$ cat src/sv/glob_wildcard_matcher_assert.svh
// Assertion macros for the glob wildcard matcher.
// Depends on a clk and rst_n in the including scope.
`ifndef GLOB_WILDCARD_MATCHER_ASSERT_SVH
`define GLOB_WILDCARD_MATCHER_ASSERT_SVH

// Same-cycle implication, disabled during reset.
`define GWM_ASSERT_NOW(label, ante, cons, msg) \
    label: assert property (@(posedge clk) disable iff (!rst_n) (ante) |-> (cons)) \
        else $error(msg);

// Next-cycle implication, disabled during reset.
`define GWM_ASSERT_NEXT(label, ante, cons, msg) \
    label: assert property (@(posedge clk) disable iff (!rst_n) (ante) |=> (cons)) \
        else $error(msg);

`endif

$ cat src/sv/gwm_pkg.sv
// Package for the glob wildcard matcher: sizes, command codes, wildcard bytes
// and the control struct shared by the cells. No dependencies.
package gwm_pkg;

    localparam int PATTERN_MAX = 64;
    localparam int LEN_W       = $clog2(PATTERN_MAX + 1);
    localparam int POS_N       = PATTERN_MAX + 1;

    localparam logic [7:0] WILD_ONE = 8'h3F;
    localparam logic [7:0] WILD_ANY = 8'h2A;

    typedef enum logic [1:0] {
        CMD_PATTERN = 2'd0,
        CMD_SUBJECT = 2'd1,
        CMD_END     = 2'd2,
        CMD_CLEAR   = 2'd3
    } cmd_t;

    typedef struct packed {
        logic       step;
        logic       restart;
        logic [7:0] data;
    } cell_ctrl_t;

endpackage

$ cat src/sv/gwm_cell.sv
// One pattern position of the matcher chain: stored byte, wildcard flags and
// the raw active bit. Depends on gwm_pkg.
module gwm_cell (
    input  logic                clk,
    input  logic                rst_n,
    input  logic                first,
    input  logic                wr_en,
    input  logic                in_use,
    input  gwm_pkg::cell_ctrl_t ctrl,
    input  logic                closed,
    input  logic                fwd_in,
    output logic                act,
    output logic                star,
    output logic                fwd_out
);
    import gwm_pkg::*;

    logic [7:0] byte_reg;
    logic       any_reg;
    logic       one_reg;
    logic       act_reg;
    logic       act_next;
    logic       hit;

    always_ff @(posedge clk)
    begin
        if (wr_en)
        begin
            byte_reg <= ctrl.data;
            any_reg  <= (ctrl.data == WILD_ANY);
            one_reg  <= (ctrl.data == WILD_ONE);
        end
    end

    assign hit = one_reg || (byte_reg == ctrl.data);

    always_comb
    begin
        act_next = act_reg;
        if (ctrl.restart)
            act_next = first;
        else if (ctrl.step)
            act_next = (closed && any_reg && in_use) || fwd_in;
    end

    always_ff @(posedge clk or negedge rst_n)
    begin
        if (!rst_n)
            act_reg <= first;
        else
            act_reg <= act_next;
    end

    assign act     = act_reg;
    assign star    = any_reg && in_use;
    assign fwd_out = closed && in_use && !any_reg && hit;

endmodule

$ cat src/sv/gwm_closure.sv
// Star closure over the position set: an active position spreads upward
// through a run of stars, done as one carry chain. Depends on gwm_pkg.
module gwm_closure (
    input  logic [gwm_pkg::POS_N-1:0]       act,
    input  logic [gwm_pkg::PATTERN_MAX-1:0] star,
    output logic [gwm_pkg::POS_N-1:0]       closed
);
    import gwm_pkg::*;

    logic [POS_N-1:0] prop;
    logic [POS_N:0]   op_a;
    logic [POS_N:0]   op_b;
    logic [POS_N:0]   sum;
    logic [POS_N:0]   carry;

    // Carry into position j+1 equals closed[j]: generate = act, propagate = star below.
    assign prop  = {star, 1'b0};
    assign op_a  = {1'b0, act | prop};
    assign op_b  = {1'b0, act};
    assign sum   = op_a + op_b;
    assign carry = sum ^ op_a ^ op_b;

    assign closed = carry[POS_N:1];

endmodule

$ cat src/sv/glob_wildcard_matcher.sv
// Glob wildcard matcher, top level: a chain of position cells plus a star closure.
// Throughput one transfer per cycle for every command while cmd_stall is low; a result
// follows in the cycle after its end command transfer, held in an output register.
// Reset: pattern empty, overflow clear, only the start position active, no result.
// No clearing pass; the pattern bytes are undefined until written.
// Depends on gwm_pkg, gwm_cell, gwm_closure and glob_wildcard_matcher_assert.svh.
`include "glob_wildcard_matcher_assert.svh"

module glob_wildcard_matcher (
    input  logic       clk,
    input  logic       rst_n,
    input  logic       cmd_valid,
    output logic       cmd_stall,
    input  logic [1:0] cmd,
    input  logic [7:0] data_byte,
    output logic       res_valid,
    input  logic       res_stall,
    output logic       matched,
    output logic       pattern_overflow
);
    import gwm_pkg::*;

    logic                   accept;
    cmd_t                   op;
    cell_ctrl_t             ctrl;
    logic [LEN_W-1:0]       len_reg;
    logic [LEN_W-1:0]       len_next;
    logic                   ovf_reg;
    logic                   ovf_next;
    logic                   last_reg;
    logic                   last_next;
    logic                   full;
    logic [POS_N-1:0]       act_vec;
    logic [POS_N-1:0]       closed;
    logic [PATTERN_MAX-1:0] star_vec;
    logic [PATTERN_MAX:0]   fwd;
    logic                   res_valid_reg;
    logic                   matched_reg;
    logic                   ovf_out_reg;
    logic                   take_end;

    assign cmd_stall = res_valid_reg && res_stall;
    assign accept    = cmd_valid && !cmd_stall;
    assign op        = cmd_t'(cmd);
    assign full      = (len_reg == LEN_W'(PATTERN_MAX));
    assign take_end  = accept && (op == CMD_END);

    assign ctrl.step    = accept && (op == CMD_SUBJECT);
    assign ctrl.restart = accept && ((op == CMD_END) || (op == CMD_CLEAR));
    assign ctrl.data    = data_byte;

    assign fwd[0] = 1'b0;

    genvar gi;
    generate
        for (gi = 0; gi < PATTERN_MAX; gi++)
        begin : g_cell
            gwm_cell u_cell (
                .clk     (clk),
                .rst_n   (rst_n),
                .first   ((gi == 0) ? 1'b1 : 1'b0),
                .wr_en   (accept && (op == CMD_PATTERN) && (len_reg == LEN_W'(gi))),
                .in_use  (LEN_W'(gi) < len_reg),
                .ctrl    (ctrl),
                .closed  (closed[gi]),
                .fwd_in  (fwd[gi]),
                .act     (act_vec[gi]),
                .star    (star_vec[gi]),
                .fwd_out (fwd[gi+1])
            );
        end
    endgenerate

    assign act_vec[PATTERN_MAX] = last_reg;

    gwm_closure u_closure (
        .act    (act_vec),
        .star   (star_vec),
        .closed (closed)
    );

    always_comb
    begin
        len_next  = len_reg;
        ovf_next  = ovf_reg;
        last_next = last_reg;
        if (accept)
        begin
            case (op)
                CMD_PATTERN:
                begin
                    if (full)
                        ovf_next = 1'b1;
                    else
                        len_next = len_reg + LEN_W'(1);
                end
                CMD_SUBJECT: last_next = fwd[PATTERN_MAX];
                CMD_END:     last_next = 1'b0;
                CMD_CLEAR:
                begin
                    len_next  = '0;
                    ovf_next  = 1'b0;
                    last_next = 1'b0;
                end
                default: len_next = len_reg;
            endcase
        end
    end

    always_ff @(posedge clk or negedge rst_n)
    begin
        if (!rst_n)
        begin
            len_reg       <= '0;
            ovf_reg       <= 1'b0;
            last_reg      <= 1'b0;
            res_valid_reg <= 1'b0;
        end
        else
        begin
            len_reg  <= len_next;
            ovf_reg  <= ovf_next;
            last_reg <= last_next;
            if (take_end)
                res_valid_reg <= 1'b1;
            else if (!res_stall)
                res_valid_reg <= 1'b0;
        end
    end

    always_ff @(posedge clk)
    begin
        if (take_end)
        begin
            matched_reg <= closed[len_reg];
            ovf_out_reg <= ovf_reg;
        end
    end

    assign res_valid        = res_valid_reg;
    assign matched          = matched_reg;
    assign pattern_overflow = ovf_out_reg;

    `GWM_ASSERT_NEXT(a_restart_start_only, ctrl.restart, act_vec == POS_N'(1),
        "position set not back to start after end or clear")
    `GWM_ASSERT_NOW(a_no_pos_past_len, 1'b1, (act_vec >> len_reg) <= POS_N'(1),
        "active position beyond pattern length")
    `GWM_ASSERT_NEXT(a_overflow_on_full, accept && (op == CMD_PATTERN) && full,
        ovf_reg && (len_reg == LEN_W'(PATTERN_MAX)),
        "append to full pattern did not flag overflow")
    `GWM_ASSERT_NEXT(a_end_gives_result, take_end, res_valid,
        "end command transfer did not load a result")

endmodule

$ cat config.mk
export PLATFORM = sky130hd
export DESIGN_NAME = glob_wildcard_matcher
export DESIGN_NICKNAME = d
export VERILOG_FILES = /design/src/sv/gwm_pkg.sv /design/src/sv/gwm_cell.sv /design/src/sv/gwm_closure.sv /design/src/sv/glob_wildcard_matcher.sv
export VERILOG_INCLUDE_DIRS = /design/src /design/src/sv
export SDC_FILE = /design/constraint.sdc
export NUM_CORES = 1
export LEC_CHECK = 0
export ABC_CLOCK_PERIOD_IN_PS = 11740
export BUFFER_PORTS_ARGS = -buffer_cell sky130_fd_sc_hd__buf_2
export CAP_MARGIN = 10
export CORE_UTILIZATION = 45
export DETAILED_ROUTE_END_ITERATION = 7
export SLEW_MARGIN = 40
export SYNTH_ARGS = -nofsm -noshare
export SYNTH_HDL_FRONTEND = slang
export SYNTH_SLANG_ARGS = --single-unit
export TNS_END_PERCENT = 10
$ cat constraint.sdc
create_clock -name clk -period 11.74 [get_ports clk]
set_clock_uncertainty 0.15 [all_clocks]
set_input_delay 2.348 -clock clk [delete_from_list [all_inputs] [get_ports clk]]
set_output_delay 2.348 -clock clk [all_outputs]
set_load 0.02 [all_outputs]
==> impl_metrics.env, run 1 <==
export IMPL_io_buffers=17
export IMPL_ys_seq_elements=716
export IMPL_tightestPinTransition_ps=855
export IMPL_fin_crit_sh_pct=51.6
export IMPL_num_vias=23535
export IMPL_dpl_cell_count=3757
export IMPL_crit_path_top_delay_cell="a311oi_1"
export IMPL_startpoint="len_reg[6]"
export IMPL_clock_root_buffer="clkbuf_16"
export IMPL_cts_resized=0
export IMPL_dpl_hpwl_um=72000
export IMPL_synthXorXnorAreaFrac_pct=13.0
export IMPL_htreeDepth=3
export IMPL_synth_edf_count=642
export IMPL_worst_setup_path_type="flop to flop"
export IMPL_place_gp_congestion=0.986
export IMPL_drt_first_pass_iters=7
export IMPL_ant_nets=0
export IMPL_required_ps=11960
export IMPL_overflow=0
export IMPL_min_path_cells=0
export IMPL_antenna_cells=0
export IMPL_async_reset_ff_share_pct=10.3
export IMPL_synthAdderAreaFrac_pct=0.144
export IMPL_placed_area_um2=36100
export IMPL_status="complete, no violations"
export IMPL_ys_seq_area_share_pct=60.8
export IMPL_vdd_drop_max_uv=118
export IMPL_max_freq_ghz=0.165
export IMPL_synth_area_top_cells="edfxtp_1, xor2_1, dfrtp_1"
export IMPL_synthToLayoutAreaGrowth_pct=11.4
export IMPL_cts_tree="built"
export IMPL_finalWirelength_um=106000
export IMPL_coreArea_um2=76200
export IMPL_cts_made_buffers=77
export IMPL_fin_ws_ps=5690
export IMPL_gr_usage_all_layers_pct=27.2
export IMPL_clk_insertion_delay_late_ps=650
export IMPL_drive_above_1_share_pct=11.0
export IMPL_synth_top_family_by_area="XOR/XNOR gates"
export IMPL_synth_simple_area_share_pct=11.2
export IMPL_power_leakage_nw=12.9
export IMPL_setup_violations=0
export IMPL_fin_crit_ps=6050
export IMPL_grt_max_degree=72
export IMPL_cts_sinks=716
export IMPL_synth_compound_area_share_pct=12.5
export IMPL_yosys_top_cells_count="edfxtp_1, xor2_1, a21oi_1"
export IMPL_nets=2824
export IMPL_utilization_pct=50.8
export IMPL_cp_cell_sequence="buf_4 > nor2_2 > o221ai_1 > a311oi_1 > o21ai_0 > a21boi_1 > o221ai_1 > o21ai_1 > nand3_1 > o2111ai_1 > a41oi_1 > or4_1 > or4_1"
export IMPL_ff2ff_setup_slack_ps=5690
export IMPL_postCtsSetupRepairBufs=0
export IMPL_power_density_nw_per_um2=145
export IMPL_synth_cell_types=107
export IMPL_fillCellCount=6570
export IMPL_holdCritPathClass="flop to flop"
export IMPL_pre_cts_slack_ps=5890
export IMPL_synth_flop_cell="edfxtp_1"
export IMPL_max_stage_delay_ps=690
export IMPL_crit_path_start_kind="flop"
export IMPL_synth_top_area_share_pct=55.5
export IMPL_clock_path_buffers=3
export IMPL_critical_path_endpoint="matched"
export IMPL_instances_no_fill=3897
export IMPL_min_delay_start="ovf_reg"
export IMPL_via_per_inst=6.04
export IMPL_core_rowCount=101
export IMPL_hold_violations=0
export IMPL_design_area_um2=38700
export IMPL_cp_arrival_ps=6270
export IMPL_route_detailed_drc=0
export IMPL_r2r_start="len_reg[6]"
export IMPL_die_h_um=280
export IMPL_maxCapViolCount=0
export IMPL_drv_slew=0
export IMPL_antenna_found_initial=1
export IMPL_syn_avg_cell_area_um2=12.4
export IMPL_drt_iter0_markers=2268
export IMPL_largest_reg_flops=512
export IMPL_die_w_um=280
export IMPL_worst_r2r_cell_count=13
export IMPL_worstSetupEndpointType="flop"
export IMPL_initial_core_util_pct=45.6
export IMPL_rsz0062_at_grt="no"
export IMPL_synth_most_common_cell="edfxtp_1"
export IMPL_cts_hold_buffers_added=0
export IMPL_synthCells=2809
export IMPL_ios=18
export IMPL_dieArea_um2=78300
export IMPL_worstPathMaxFanout=59
export IMPL_yosys_warnings=0
export IMPL_syn_area_um2=34700
export IMPL_syn_nets=2827
export IMPL_synth_area_leader_cell="edfxtp_1"
export IMPL_grt_pass1_wl_um=157000
export IMPL_multi_input_area_um2=13100
export IMPL_register_area_um2=21100
export IMPL_synth_mux_area_share_pct=0.122
export IMPL_r2r_end="matched"
export IMPL_grt_pass1_vias=23261
export IMPL_clk_pin_slew_worst_paths_ps=60
export IMPL_timing_setup_tns_ps=0
export IMPL_wl_per_cell_um=27.1
export IMPL_slew_headroom_pct=42.8
-- critical path, delay by kind of cell, from the launching register on --
kind	cells	cell delay [ps]
and+or+nand+nor	4	2140
AOI/OAI and AO/OA	8	2720
buffers and inverters	1	340
DFF	1	380
-- stage by stage --
| step | power, mW | hold WS [ps] |
|---|---|---|
| global placement | 3.23 | 332 |
| floorplan | 3.06 | 275 |
| CTS | 5.65 | 328 |
| finish | 5.60 | 338 |
| detailed placement | 3.24 | 319 |
| global route | 5.77 | 342 |
-- layout by cell type, fill, tap and decap left out, types with 24 or more instances in the layout --
master,n
nand2_1,155
o21ai_0,122
nand4_1,38
or4_1,25
edfxtp_1,642
xor2_1,469
nand2b_1,24
nor3_1,39
nor2_2,59
nor4_1,135
inv_1,38
dfrtp_1,66
nand3_1,40
a21oi_1,184
nor2_1,114
clkbuf_16,79
buf_4,44
xnor2_1,45
a211oi_1,27
-- routing by layer --
layer,share of wire [%],wire (µm),vias to the layer above,GRT usage (%)
met4,3.5,3660,0,9.82
met5,0,0,-,0
met1,46,48100,11894,39.2
li1,-,-,10629,-
met2,45,47600,817,41.6
met3,5.9,6280,195,4.08
-- area by class of cell --
| type | instances | share of cell area (%) |
|---|---|---|
| flip-flops and latches | 716 | 54.6 |
| inverters | 40 | 0.388 |
| well taps | 1030 | 3.33 |
| repair buffers | 65 | 1.42 |
| clock buffers | 96 | 5.40 |
| multi-input cells | 1906 | 33.7 |
| clock inverters | 44 | 1.13 |
-- report_power, final --
group          internal [mW]  total, mW  switching [mW]
Sequential              2.78       2.79          0.0123
Combinational         0.0988      0.398           0.300
Clock                   1.39       2.41            1.02
-- worst min-delay path by stage --
| stage | slack [ps] | to |
|---|---|---|
| 3_3_place_gp | 330 | last_reg |
| 2_1_floorplan | 270 | pattern_overflow |
| 6_report | 340 | pattern_overflow |
| 3_5_place_dp | 320 | pattern_overflow |
| 4_1_cts | 330 | pattern_overflow |
| 5_1_grt | 340 | pattern_overflow |
-- logic make-up (layout without fill, tap and decap cells) --
| family | after synthesis | after routing |
|---|---|---|
| xor gates and xnor gates | 514 | 514 |
| muxes | 4 | 4 |
| AOI/OAI and AO/OA | 640 | 640 |
| and+or+nand+nor | 744 | 744 |
| DFF | 716 | 716 |
| buffers and inverters | 187 | 245 |
| adders and majority gates | 4 | 4 |
(Power assumes the default switching activity.)
==> run 2, diff against run 1 <==
--- a/config.mk
+++ b/config.mk
@@ -6,7 +6,7 @@
 export SDC_FILE = /design/constraint.sdc
 export NUM_CORES = 1
 export LEC_CHECK = 0
-export ABC_CLOCK_PERIOD_IN_PS = 11740
+export ABC_CLOCK_PERIOD_IN_PS = 6100
 export BUFFER_PORTS_ARGS = -buffer_cell sky130_fd_sc_hd__buf_2
 export CAP_MARGIN = 10
 export CORE_UTILIZATION = 45
==> constraint.sdc (replaced) <==
create_clock -name clk -period 6.1 [get_ports clk]
set_clock_uncertainty 0.15 [all_clocks]
set_input_delay 1.22 -clock clk [delete_from_list [all_inputs] [get_ports clk]]
set_output_delay 1.22 -clock clk [all_outputs]
set_load 0.02 [all_outputs]
==> run 2 against run 1 <==
Against the previous run: first-iteration DRC count grew 11%; register-to-register slack lost 5100 ps; via count grew 1.2%; total power grew 91%; sequential cell count is the same; wire length shrank 1.6%; die area is the same; combinational power grew 95%; cell count grew 1.4%; design area grew 1.1%; worst hold slack lost 34 ps.
==> impl_metrics.env, run 2 (same netlist as run 1, synthesis figures left out) <==
export IMPL_wl_per_cell_um=26.3
export IMPL_drive_above_1_share_pct=12.1
export IMPL_dpl_cell_count=3807
export IMPL_antenna_cells=0
export IMPL_cp_arrival_ps=5730
export IMPL_met2WireLength_um=46500
export IMPL_layout_common_cells="edfxtp_1, xor2_1, a21oi_1"
export IMPL_cts_tree="built"
export IMPL_fin_crit_sh_pct=90.5
export IMPL_wl_met1_um=47200
export IMPL_cp_cell_sequence="buf_12 > or3_4 > a311o_1 > a221oi_2 > a211oi_1 > a211oi_2 > o21ai_1 > a31oi_1 > o22ai_1 > or4_1 > or4_1 > or4_1 > or4_1"
export IMPL_p_int_mw=8.17
export IMPL_cp_top_family="simple AND/OR/NAND/NOR gates"
export IMPL_synthToLayoutAreaGrowth_pct=12.7
export IMPL_clk_insertion_delay_late_ps=630
export IMPL_finalPower_mw=10.7
export IMPL_coreArea_um2=76200
export IMPL_die_w_um=280
export IMPL_worst_setup_path_type="flop to flop"
export IMPL_io_buffers=17
export IMPL_slew_headroom_pct=44.0
export IMPL_clk_pin_slew_worst_paths_ps=70
export IMPL_max_stage_delay_ps=580
export IMPL_antenna_found_initial=3
export IMPL_grt_max_degree=72
export IMPL_setup_violations=0
export IMPL_dieArea_um2=78300
export IMPL_clock_path_buffers=3
export IMPL_cts_hold_buffers_added=0
export IMPL_die_h_um=280
export IMPL_largest_reg_flops=512
export IMPL_ant_nets=0
export IMPL_dpl_hpwl_um=70600
export IMPL_maxCapViolCount=0
export IMPL_crit_path_top_delay_cell="or4_1"
export IMPL_crit_path_start_kind="flop"
export IMPL_worstPathMaxFanout=49
export IMPL_rsz0062_at_grt="no"
export IMPL_drv_slew=0
export IMPL_fin_crit_ps=5520
export IMPL_cp_common_cell="or4_1"
export IMPL_clock_root_buffer="clkbuf_16"
export IMPL_timing_setup_tns_ps=0
export IMPL_mostFrequentLayoutCell="edfxtp_1"
export IMPL_power_leakage_nw=13.1
export IMPL_grt_pass1_vias=23335
export IMPL_cts_resized=0
export IMPL_dr_wl_met3_um=6970
export IMPL_nets=2875
export IMPL_place_gp_congestion=1.01
export IMPL_instances_no_fill=3951
export IMPL_core_rowCount=101
export IMPL_top_layer="met5"
export IMPL_holdCritPathClass="flop to flop"
export IMPL_hold_violations=0
export IMPL_htreeDepth=3
export IMPL_drt_first_pass_iters=6
export IMPL_initial_core_util_pct=45.6
export IMPL_cts_sinks=716
export IMPL_switching_share_pct=23.6
export IMPL_cts_made_buffers=77
export IMPL_worstSetupEndpointType="flop"
export IMPL_ios=18
export IMPL_overflow=0
export IMPL_grt_pass1_wl_um=155000
export IMPL_required_ps=6310
export IMPL_status="complete, no violations"
export IMPL_critical_path_buf_inv_count=1
export IMPL_num_vias=23811
export IMPL_startpoint="len_reg[5]"
export IMPL_r2r_start="len_reg[5]"
export IMPL_drt_iter0_markers=2520
export IMPL_tightestPinTransition_ps=840
export IMPL_via_per_inst=6.03
export IMPL_route_detailed_drc=0
export IMPL_power_share_clock_pct=42.2
export IMPL_power_switching_mw=2.53
export IMPL_power_share_combinational_pct=7.2
export IMPL_seq_power_share_pct=50.6
export IMPL_power_density_nw_per_um2=273
export IMPL_min_delay_start="ovf_reg"
export IMPL_vdd_drop_max_uv=309
export IMPL_postCtsSetupRepairBufs=0
export IMPL_finalWirelength_um=104000
export IMPL_gr_usage_all_layers_pct=26.7
export IMPL_max_freq_ghz=0.181
-- run 2: metal layers --
metal | vias to the layer above | GRT usage (%)
met5 | - | 0
met4 | 2 | 8.72
met3 | 195 | 4.58
met2 | 863 | 40.9
met1 | 12019 | 38.7
li1 | 10732 | -
-- run 2: worst reg2reg max path: cells and delay by family, from the launching register on --
family                 cells  cell delay (ps)
buffers and inverters      1              210
AO/OA/AOI/OAI              7             1910
flip-flops                 1              430
AND/OR/NAND/NOR            5             2540
-- run 2: worst paths after layout --
path                                               to  slack, ps  cells past startpoint
worst max-delay path                          matched        580                     13
worst min-delay path                 pattern_overflow        300                      0
worst max register to register                matched        580                     13
worst min register to register       pattern_overflow        300                      0
max in group asynchronous                  len_reg[1]       4260                      2
min in group asynchronous       g_cell[11].u_cell.act        440                      1
-- run 2: power groups by stage --
| stage | clock, mW | sequential [mW] | combinational [mW] |
|---|---|---|---|
| 2_1_floorplan | 0 | 5.46 | 0.435 |
| 5_1_grt | 4.81 | 5.41 | 0.818 |
| 3_5_place_dp | 0 | 5.51 | 0.760 |
| 6_report | 4.51 | 5.41 | 0.775 |
| 4_1_cts | 4.63 | 5.40 | 0.764 |
| 3_3_place_gp | 0 | 5.50 | 0.745 |
-- run 2: layout make-up --
cell class | instances | area (µm²)
fillers | 6606 | 37000
flip-flops and latches | 716 | 21100
multi-input cells | 1906 | 13000
clock buffers | 100 | 2030
well taps | 1030 | 1290
repair buffers | 116 | 1100
clock inverters | 43 | 412
inverters | 40 | 150
-- run 2: per-stage QoR --
step | worst slack [ps] | area [µm²] | hold WS [ps] | util [%]
after global routing | 431 | 39200 | 312 | 51.4
after floorplan | 708 | 34800 | 275 | -
after global placement | 633 | 36500 | 282 | 47.9
final | 579 | 39200 | 304 | 51.4
after detailed placement | 716 | 36600 | 288 | 48.0
after CTS | 693 | 39000 | 303 | 51.2
